===== config.mk =====
export PLATFORM = sky130hd
export DESIGN_NAME = two_wire_segment_display_writer_unit
export DESIGN_NICKNAME = d
export VERILOG_FILES = /design/src/hw/rtl/tsdw_pkg.sv /design/src/hw/rtl/tsdw_front.sv /design/src/hw/rtl/tsdw_queue.sv /design/src/hw/rtl/tsdw_back.sv /design/src/hw/rtl/two_wire_segment_display_writer_unit.sv
export VERILOG_INCLUDE_DIRS = /design/src /design/src/hw/rtl
export SDC_FILE = /design/constraint.sdc
export NUM_CORES = 1
export LEC_CHECK = 0
export CORE_ASPECT_RATIO = 0.5
export CORE_UTILIZATION = 65
export CTS_CLUSTER_SIZE = 28
export DETAILED_ROUTE_END_ITERATION = 10
export DONT_BUFFER_PORTS = 1
export PLACE_DENSITY = 0.81
export SYNTH_ARGS = -nofsm -noshare
export SYNTH_HDL_FRONTEND = slang
export SYNTH_SLANG_ARGS = --single-unit

===== constraint.sdc =====
create_clock -name clk -period 9.09 [get_ports clk]
set_input_delay 2.727 -clock clk [delete_from_list [all_inputs] [get_ports clk]]
set_output_delay 2.727 -clock clk [all_outputs]
set_load 0.01 [all_outputs]

===== src/hw/rtl/two_wire_segment_display_writer_unit_assert.svh =====
// Assertion macros for the two-wire segment display writer.
// Included by the top level; it relies on clk and rst_n in the including scope.
`ifndef TWO_WIRE_SEGMENT_DISPLAY_WRITER_UNIT_ASSERT_SVH
`define TWO_WIRE_SEGMENT_DISPLAY_WRITER_UNIT_ASSERT_SVH

// The consequent holds in the same cycle as the antecedent.
`define TSDW_ASSERT_NOW(label, ante, cons, msg) \
    label: assert property (@(posedge clk) disable iff (!rst_n) (ante) |-> (cons)) \
        else $error(msg);

// The consequent holds in the cycle after the antecedent.
`define TSDW_ASSERT_NEXT(label, ante, cons, msg) \
    label: assert property (@(posedge clk) disable iff (!rst_n) (ante) |=> (cons)) \
        else $error(msg);

`endif


===== src/hw/rtl/tsdw_pkg.sv =====
// Shared types and constants for the two-wire segment display writer.
// Depends on nothing; every module of the block imports it.
package tsdw_pkg;

    localparam int MAX_DIGITS_DEF = 4;
    localparam int DIGIT_FIELDS   = 4;
    localparam int QUEUE_DEPTH    = 2;
    localparam int CFG_IDX_W      = 3;
    localparam int CFG_DATA_W     = 8;

    localparam logic [1:0] REQ_DATA = 2'd0;
    localparam logic [1:0] REQ_ADDR = 2'd1;
    localparam logic [1:0] REQ_CTRL = 2'd2;
    localparam logic [1:0] REQ_NONE = 2'd3;

    localparam logic [1:0] KIND_START = 2'd0;
    localparam logic [1:0] KIND_DATA  = 2'd1;
    localparam logic [1:0] KIND_ACK   = 2'd2;
    localparam logic [1:0] KIND_STOP  = 2'd3;

    localparam logic [CFG_IDX_W-1:0] REG_BRIGHTNESS  = 3'd0;
    localparam logic [CFG_IDX_W-1:0] REG_DISPLAY_ON  = 3'd1;
    localparam logic [CFG_IDX_W-1:0] REG_DATA_CMD    = 3'd2;
    localparam logic [CFG_IDX_W-1:0] REG_ADDRESS_CMD = 3'd3;
    localparam logic [CFG_IDX_W-1:0] REG_CONTROL_CMD = 3'd4;

    localparam logic [7:0] DATA_CMD_RST    = 8'h40;
    localparam logic [7:0] ADDRESS_CMD_RST = 8'hC0;
    localparam logic [7:0] CONTROL_CMD_RST = 8'h80;
    localparam logic [2:0] BIT_LAST        = 3'd7;

    typedef struct packed {
        logic [1:0] req_type;
        logic [7:0] digit_zero;
        logic [7:0] digit_one;
        logic [7:0] digit_two;
        logic [7:0] digit_three;
        logic [2:0] digit_count;
        logic [1:0] first_position;
        logic [4:0] ack_levels;
    } req_word_t;

    typedef struct packed {
        logic [1:0] slot_kind;
        logic       dio_level;
        logic       dio_released;
        logic       ack_seen;
        logic       last;
    } slot_word_t;

    typedef struct packed {
        logic full;
        logic empty;
    } q_status_t;

endpackage


===== src/hw/rtl/tsdw_front.sv =====
// Front end: holds the configuration registers, takes request words and turns
// each, REQ_NONE aside, into a job (bytes, ack levels, count). Uses tsdw_pkg.
module tsdw_front #(
    parameter int MAX_DIGITS = tsdw_pkg::MAX_DIGITS_DEF,
    parameter int JOB_W      = 8
) (
    input  logic                                 clk,
    input  logic                                 rst_n,
    input  logic                                 cfg_write,
    input  logic [tsdw_pkg::CFG_IDX_W-1:0]       cfg_index,
    input  logic [tsdw_pkg::CFG_DATA_W-1:0]      cfg_data,
    input  logic                                 req_valid,
    output logic                                 req_ready,
    input  tsdw_pkg::req_word_t                  req,
    input  tsdw_pkg::q_status_t                  qstat,
    output logic                                 push,
    output logic [JOB_W-1:0]                     job
);
    import tsdw_pkg::*;

    localparam int NUM_DIG = (MAX_DIGITS < DIGIT_FIELDS) ? MAX_DIGITS : DIGIT_FIELDS;
    localparam int NB      = NUM_DIG + 1;
    localparam int CNT_W   = $clog2(NB + 1);

    typedef struct packed {
        logic [NB-1:0][7:0]  bytes;
        logic [NB-1:0]       acks;
        logic [CNT_W-1:0]    count;
    } job_t;

    logic [2:0] brightness_reg, brightness_next;
    logic       display_on_reg, display_on_next;
    logic [7:0] data_cmd_reg, data_cmd_next;
    logic [7:0] address_cmd_reg, address_cmd_next;
    logic [7:0] control_cmd_reg, control_cmd_next;

    logic [DIGIT_FIELDS-1:0][7:0] digits;
    logic [2:0]                   ndig;
    job_t                         job_w;

    always_comb
    begin
        brightness_next  = brightness_reg;
        display_on_next  = display_on_reg;
        data_cmd_next    = data_cmd_reg;
        address_cmd_next = address_cmd_reg;
        control_cmd_next = control_cmd_reg;
        if (cfg_write)
        begin
            case (cfg_index)
                REG_BRIGHTNESS:  brightness_next  = cfg_data[2:0];
                REG_DISPLAY_ON:  display_on_next  = cfg_data[0];
                REG_DATA_CMD:    data_cmd_next    = cfg_data;
                REG_ADDRESS_CMD: address_cmd_next = cfg_data;
                REG_CONTROL_CMD: control_cmd_next = cfg_data;
                default:         ;
            endcase
        end
    end

    always_ff @(posedge clk or negedge rst_n)
    begin
        if (!rst_n)
        begin
            brightness_reg  <= '0;
            display_on_reg  <= 1'b0;
            data_cmd_reg    <= DATA_CMD_RST;
            address_cmd_reg <= ADDRESS_CMD_RST;
            control_cmd_reg <= CONTROL_CMD_RST;
        end
        else
        begin
            brightness_reg  <= brightness_next;
            display_on_reg  <= display_on_next;
            data_cmd_reg    <= data_cmd_next;
            address_cmd_reg <= address_cmd_next;
            control_cmd_reg <= control_cmd_next;
        end
    end

    assign digits = {req.digit_three, req.digit_two, req.digit_one, req.digit_zero};
    assign ndig   = (req.digit_count > 3'(NUM_DIG)) ? 3'(NUM_DIG) : req.digit_count;

    always_comb
    begin
        job_w       = '0;
        job_w.acks  = req.ack_levels[NB-1:0];
        job_w.count = CNT_W'(1);
        for (int k = 0; k < NUM_DIG; k++)
        begin
            job_w.bytes[k + 1] = digits[k];
        end
        case (req.req_type)
            REQ_DATA: job_w.bytes[0] = data_cmd_reg;
            REQ_ADDR:
            begin
                job_w.bytes[0] = address_cmd_reg + {6'd0, req.first_position};
                job_w.count    = CNT_W'(ndig) + CNT_W'(1);
            end
            REQ_CTRL: job_w.bytes[0] = control_cmd_reg + {4'd0, display_on_reg, brightness_reg};
            default:  job_w.bytes[0] = data_cmd_reg;
        endcase
    end

    // A request of the unused type is taken and dropped without a job.
    assign req_ready = !qstat.full;
    assign push      = req_valid && req_ready && (req.req_type != REQ_NONE);
    assign job       = job_w;

endmodule


===== src/hw/rtl/tsdw_queue.sv =====
// Short job queue between the front and back ends of the display writer.
// Depth comes from tsdw_pkg; the job width is a parameter.
module tsdw_queue #(
    parameter int WIDTH = 8
) (
    input  logic                 clk,
    input  logic                 rst_n,
    input  logic                 push,
    input  logic [WIDTH-1:0]     push_data,
    input  logic                 pop,
    output logic [WIDTH-1:0]     head,
    output tsdw_pkg::q_status_t  qstat
);
    import tsdw_pkg::*;

    localparam int PTR_W = $clog2(QUEUE_DEPTH);
    localparam int LVL_W = $clog2(QUEUE_DEPTH + 1);

    logic [WIDTH-1:0] mem [QUEUE_DEPTH];
    logic [PTR_W-1:0] wr_ptr_reg, wr_ptr_next;
    logic [PTR_W-1:0] rd_ptr_reg, rd_ptr_next;
    logic [LVL_W-1:0] level_reg, level_next;

    always_comb
    begin
        wr_ptr_next = push ? wr_ptr_reg + PTR_W'(1) : wr_ptr_reg;
        rd_ptr_next = pop ? rd_ptr_reg + PTR_W'(1) : rd_ptr_reg;
        level_next  = level_reg + LVL_W'(push) - LVL_W'(pop);
    end

    always_ff @(posedge clk or negedge rst_n)
    begin
        if (!rst_n)
        begin
            wr_ptr_reg <= '0;
            rd_ptr_reg <= '0;
            level_reg  <= '0;
        end
        else
        begin
            wr_ptr_reg <= wr_ptr_next;
            rd_ptr_reg <= rd_ptr_next;
            level_reg  <= level_next;
        end
    end

    always_ff @(posedge clk)
    begin
        if (push)
        begin
            mem[wr_ptr_reg] <= push_data;
        end
    end

    assign head        = mem[rd_ptr_reg];
    assign qstat.full  = (level_reg == LVL_W'(QUEUE_DEPTH));
    assign qstat.empty = (level_reg == '0);

endmodule


===== src/hw/rtl/tsdw_back.sv =====
// Back end: takes a job from the queue and sends its bit slots one at a time
// through an output register. Uses tsdw_pkg.
module tsdw_back #(
    parameter int MAX_DIGITS = tsdw_pkg::MAX_DIGITS_DEF,
    parameter int JOB_W      = 8
) (
    input  logic                  clk,
    input  logic                  rst_n,
    input  logic [JOB_W-1:0]      job,
    input  tsdw_pkg::q_status_t   qstat,
    output logic                  pop,
    output logic                  slot_valid,
    input  logic                  slot_ready,
    output tsdw_pkg::slot_word_t  slot
);
    import tsdw_pkg::*;

    localparam int NUM_DIG = (MAX_DIGITS < DIGIT_FIELDS) ? MAX_DIGITS : DIGIT_FIELDS;
    localparam int NB      = NUM_DIG + 1;
    localparam int CNT_W   = $clog2(NB + 1);

    typedef struct packed {
        logic [NB-1:0][7:0]  bytes;
        logic [NB-1:0]       acks;
        logic [CNT_W-1:0]    count;
    } job_t;

    typedef enum logic [4:0] {
        S_IDLE  = 5'b00001,
        S_START = 5'b00010,
        S_BIT   = 5'b00100,
        S_ACK   = 5'b01000,
        S_STOP  = 5'b10000
    } state_t;

    state_t            state_reg, state_next;
    logic [8*NB-1:0]   shift_reg, shift_next;
    logic [NB-1:0]     acks_reg, acks_next;
    logic [CNT_W-1:0]  left_reg, left_next;
    logic [2:0]        bit_cnt_reg, bit_cnt_next;
    logic              valid_reg, valid_next;
    slot_word_t        slot_reg, slot_next;
    job_t              job_w;
    logic              emit;

    assign job_w = job;
    assign emit  = (state_reg != S_IDLE) && (!valid_reg || slot_ready);

    always_comb
    begin
        state_next   = state_reg;
        shift_next   = shift_reg;
        acks_next    = acks_reg;
        left_next    = left_reg;
        bit_cnt_next = bit_cnt_reg;
        slot_next    = slot_reg;
        pop          = 1'b0;
        case (state_reg)
            S_IDLE:
            begin
                if (!qstat.empty)
                begin
                    pop        = 1'b1;
                    shift_next = job_w.bytes;
                    acks_next  = job_w.acks;
                    left_next  = job_w.count;
                    state_next = S_START;
                end
            end
            S_START:
            begin
                if (emit)
                begin
                    slot_next    = '{KIND_START, 1'b0, 1'b0, 1'b0, 1'b0};
                    bit_cnt_next = '0;
                    state_next   = S_BIT;
                end
            end
            S_BIT:
            begin
                if (emit)
                begin
                    slot_next    = '{KIND_DATA, shift_reg[0], 1'b0, 1'b0, 1'b0};
                    shift_next   = shift_reg >> 1;
                    bit_cnt_next = bit_cnt_reg + 3'd1;
                    if (bit_cnt_reg == BIT_LAST)
                    begin
                        state_next = S_ACK;
                    end
                end
            end
            S_ACK:
            begin
                if (emit)
                begin
                    slot_next = '{KIND_ACK, acks_reg[0], 1'b1, acks_reg[0], 1'b0};
                    acks_next = acks_reg >> 1;
                    if (left_reg == CNT_W'(1))
                    begin
                        state_next = S_STOP;
                    end
                    else
                    begin
                        left_next    = left_reg - CNT_W'(1);
                        bit_cnt_next = '0;
                        state_next   = S_BIT;
                    end
                end
            end
            S_STOP:
            begin
                if (emit)
                begin
                    slot_next  = '{KIND_STOP, 1'b1, 1'b0, 1'b0, 1'b1};
                    state_next = S_IDLE;
                end
            end
            default: state_next = S_IDLE;
        endcase
    end

    always_comb
    begin
        if (emit)
        begin
            valid_next = 1'b1;
        end
        else if (slot_ready)
        begin
            valid_next = 1'b0;
        end
        else
        begin
            valid_next = valid_reg;
        end
    end

    always_ff @(posedge clk or negedge rst_n)
    begin
        if (!rst_n)
        begin
            state_reg   <= S_IDLE;
            valid_reg   <= 1'b0;
            left_reg    <= '0;
            bit_cnt_reg <= '0;
        end
        else
        begin
            state_reg   <= state_next;
            valid_reg   <= valid_next;
            left_reg    <= left_next;
            bit_cnt_reg <= bit_cnt_next;
        end
    end

    always_ff @(posedge clk)
    begin
        shift_reg <= shift_next;
        acks_reg  <= acks_next;
        slot_reg  <= slot_next;
    end

    assign slot_valid = valid_reg;
    assign slot       = slot_reg;

endmodule


===== src/hw/rtl/two_wire_segment_display_writer_unit.sv =====
// Channel   Direction  Handshake                Word
// req       in         req_valid / req_ready    tsdw_pkg::req_word_t
// slot      out        slot_valid / slot_ready  tsdw_pkg::slot_word_t
// cfg       in         cfg_write                cfg_index, cfg_data
//
// A transaction sends 1 + 9 * bytes + 1 slots, 11 to 47, one slot per clock
// while slot_ready is high, plus the idle state in which the job is popped.
// The back end's slot sequencer sets this rate; the front end takes a request
// whenever the two-entry job queue has room.
// Reset is asynchronous and needs no clearing pass.
// A stalled output holds its slot word; requests come in until the queue is full.
module two_wire_segment_display_writer_unit #(
    parameter int MAX_DIGITS = tsdw_pkg::MAX_DIGITS_DEF
) (
    input  logic                             clk,
    input  logic                             rst_n,
    input  logic                             cfg_write,
    input  logic [tsdw_pkg::CFG_IDX_W-1:0]   cfg_index,
    input  logic [tsdw_pkg::CFG_DATA_W-1:0]  cfg_data,
    input  logic                             req_valid,
    output logic                             req_ready,
    input  tsdw_pkg::req_word_t              req,
    output logic                             slot_valid,
    input  logic                             slot_ready,
    output tsdw_pkg::slot_word_t             slot
);
    import tsdw_pkg::*;

    localparam int NUM_DIG = (MAX_DIGITS < DIGIT_FIELDS) ? MAX_DIGITS : DIGIT_FIELDS;
    localparam int NB      = NUM_DIG + 1;
    localparam int JOB_W   = 8 * NB + NB + $clog2(NB + 1);

    logic              push;
    logic              pop;
    logic [JOB_W-1:0]  job_in;
    logic [JOB_W-1:0]  job_head;
    q_status_t         qstat;

    tsdw_front #(
        .MAX_DIGITS (MAX_DIGITS),
        .JOB_W      (JOB_W)
    ) u_front (
        .clk       (clk),
        .rst_n     (rst_n),
        .cfg_write (cfg_write),
        .cfg_index (cfg_index),
        .cfg_data  (cfg_data),
        .req_valid (req_valid),
        .req_ready (req_ready),
        .req       (req),
        .qstat     (qstat),
        .push      (push),
        .job       (job_in)
    );

    tsdw_queue #(
        .WIDTH (JOB_W)
    ) u_queue (
        .clk       (clk),
        .rst_n     (rst_n),
        .push      (push),
        .push_data (job_in),
        .pop       (pop),
        .head      (job_head),
        .qstat     (qstat)
    );

    tsdw_back #(
        .MAX_DIGITS (MAX_DIGITS),
        .JOB_W      (JOB_W)
    ) u_back (
        .clk        (clk),
        .rst_n      (rst_n),
        .job        (job_head),
        .qstat      (qstat),
        .pop        (pop),
        .slot_valid (slot_valid),
        .slot_ready (slot_ready),
        .slot       (slot)
    );

`include "two_wire_segment_display_writer_unit_assert.svh"

    `TSDW_ASSERT_NOW(a_no_push_full, push, !qstat.full, "Job pushed into a full queue.")
    `TSDW_ASSERT_NOW(a_no_pop_empty, pop, !qstat.empty, "Job taken from an empty queue.")
    `TSDW_ASSERT_NOW(a_last_is_stop, slot_valid && slot.last, slot.slot_kind == KIND_STOP, "Last word is not a stop slot.")
    `TSDW_ASSERT_NOW(a_release_ack, slot_valid, slot.dio_released == (slot.slot_kind == KIND_ACK), "Line released outside an ack slot.")
    `TSDW_ASSERT_NEXT(a_stop_then_start, slot_valid && slot_ready && slot.last && slot_valid, !slot_valid || slot.slot_kind == KIND_START, "Word after a stop is not a start.")

endmodule


==> results.ini <==
[status]
status = complete, no violations

[clock_network]
clk_pin_slew_ps = 70
clk_latency_ps = 430
cts.sinks = 191
numCtsBuffers = 17
clk_path_buf_depth = 2
cts-hold-fix-buffers = 0
cts_resized = 0
root_buffer = clkbuf_16
cts_tree = done
htree_levels = 4
cts_setup_buffers = 0

[detailed_routing]
first_pass_iters = 5
num_vias = 4334
drtAntennaViolNets = 0
drc_errors = 0
via_per_inst = 5.84
wl_um = 13700
post_drt_wl_per_cell_um = 18.5
first_iter_violations = 279

[finish]
area_growth_pct = 8.99
finalNonFillerCells = 742
largest_register_ffs = 96
drive_above_1_share_pct = 15.6
fin_nets = 642

[synth]
synth_warnings = 0
synth_edf_count = 147
synth_area_um2 = 8090
async_reset_ff_share_pct = 23.0
synth_cells = 562
synth_seq_area_share_pct = 68.3
syn_avg_cell_area_um2 = 14.4
yosys_register_bits = 191
yosysUniqueCellTypes = 61
syn_nets = 640
synth_flop_cell = edfxtp_1

[sta]
setup_viol = 0
hold_violations = 0
min_period_over_period_pct = 43.7
relSlewSlack_pct = 33.9
fin_skew_ps = 6.59
max_freq_mhz = 252
maxSlewViolCount = 0
whs_ps = 506
rsz0062_at_grt = false
tightest_slew_ps = 989
fin_setup_tns_ps = 0
period_minus_slack_ps = 3970

[floorplanning]
num_rows = 28
coreArea_um2 = 12000
die_h_um = 80.9
dieArea_um2 = 12900
io_pins = 68
die_w_um = 160
initial_core_util_pct = 67.5

[placed_design]
gp_congestion = 0.804
portBuffers = 0
place_hpwl_um = 8570
dp.cells = 710

[hold_path]
hold_path_class = register to register

[global_routing]
track_usage_pct = 23.6
grt_pass1_vias = 4445
grt_max_degree = 85
grt_antenna_before_repair = 1
overflow = 0
grt_first_pass_wirelength_um = 22500

[worst_setup_path]
path_cells = ha_1 -> inv_1 -> fa_1 -> nand3b_1 -> nor2_1 -> xnor2_1 -> a2bb2oi_1 -> o21ai_0
cp.required_ps = 9240
setup.worst_path.end_class = register
arrival_ps = 4120
critPathKind = primary input to register
cp_max_fo = 2
cpPeakStageDelay_ps = 400
reg2reg_setup_slack_ps = 6120
critPathSlowestCell = fa_1
crit_path_start_kind = primary input

[pwr]
p_leak_nw = 3.26
power.density_nw_per_um2 = 311
vdd.ir_drop.worst_uv = 155

[flow_run]
drv_cap = 0

## where the power goes
| group | switching [mW] | internal [mW] |
|---|---|---|
| logic | 0.357 | 0.240 |
| clock network | 0.342 | 0.387 |
| registers | 0.133 | 1.28 |
| total | 0.832 | 1.91 |
## routing by layer
metal	vias to the layer above	track usage [%]	routed length (um)
li1	2075	-	-
met1	2119	29.0	5720
met2	113	39.0	6800
met3	27	7.35	905
met4	0	11.4	272
met5	-	0	0
## final cells by class
class	count	area (um2)
antenna	1	2.50
multi-input combinational	329	2390
inverter	21	78.8
fill	744	3170
clock inverter	14	151
sequential	191	5520
timing repair buffer	4	30.0
clock buffer	17	425
tap	165	206
## synthesized netlist by cell type (5+ instances only)
cell,number,area [um2]
nand3b_1,5,37.5
nand2_1,64,240
mux2_2,28,315
a21oi_1,9,45.0
xnor2_1,9,78.8
mux2i_1,47,470
inv_1,19,71.3
ha_1,16,200
nor2_1,15,56.3
o21ai_0,49,245
nand3_1,6,30.0
nand2b_1,6,37.5
clkbuf_1,5,18.8
dfrtp_1,39,976
xor2_1,7,61.3
o21ai_1,7,35.0
buf_2,12,60.1
nor2b_1,5,31.3
dfstp_2,5,131
edfxtp_1,147,4410
## final timing paths
kind,end,start,cells after the start
worst max-delay path,u_queue.mem[1][14],req[5],8
worst min register to register,u_front.data_cmd_reg[0],u_front.data_cmd_reg[0],1
worst min-delay path,u_front.data_cmd_reg[0],u_front.data_cmd_reg[0],1
min in group asynchronous,u_front.brightness_reg[1],rst_n,0
max in group asynchronous,u_front.address_cmd_reg[7],rst_n,0
worst max register to register,u_back.shift_reg[38],u_back.state_reg[4],5
## per-stage QoR
stage | setup slack (ps) | power (mW) | utilization (%) | area, um2
6_report | 5120 | 2.74 | 73.5 | 8810
5_1_grt | 4990 | 2.89 | 73.5 | 8810
4_1_cts | 5150 | 2.76 | 73.5 | 8810
3_5_place_dp | 4690 | 2.02 | 68.7 | 8230
3_3_place_gp | 4760 | 1.99 | 68.7 | 8230
2_1_floorplan | 3500 | 1.88 | - | 8090
## critical path, delay by kind of cell
kind | cells | cell delay [ps]
adder cells (fa/ha/maj) | 2 | 550
AND/OR/NAND/NOR | 2 | 370
AO/OA/AOI/OAI | 2 | 290
buffers and inverters | 1 | 60
XOR/XNOR | 1 | 130
## cells by family after synthesis
kind of cell	after synthesis	synth area share, %
XOR/XNOR	16	1.73
multiplexers	75	9.72
AO/OA/AOI/OAI	96	7.38
buffers and inverters	42	2.24
AND/OR/NAND/NOR	124	7.66
flip-flops	191	68.3
adder cells (fa/ha/maj)	18	2.97
## placed cells by master, fill, tap and decap left out, types with 5 or more instances in the layout
cell,n
o21ai_0,49
nor2b_1,5
nand2_1,63
ha_1,16
nand3b_1,5
dfrtp_1,38
inv_1,19
a21oi_1,9
nand3_1,6
nor2_1,14
xnor2_1,9
clkbuf_16,17
xor2_1,7
mux2i_1,47
edfxtp_1,147
dfstp_2,5
nand2b_1,6
o21ai_1,7
mux2_2,28
(Power assumes the default switching activity.)
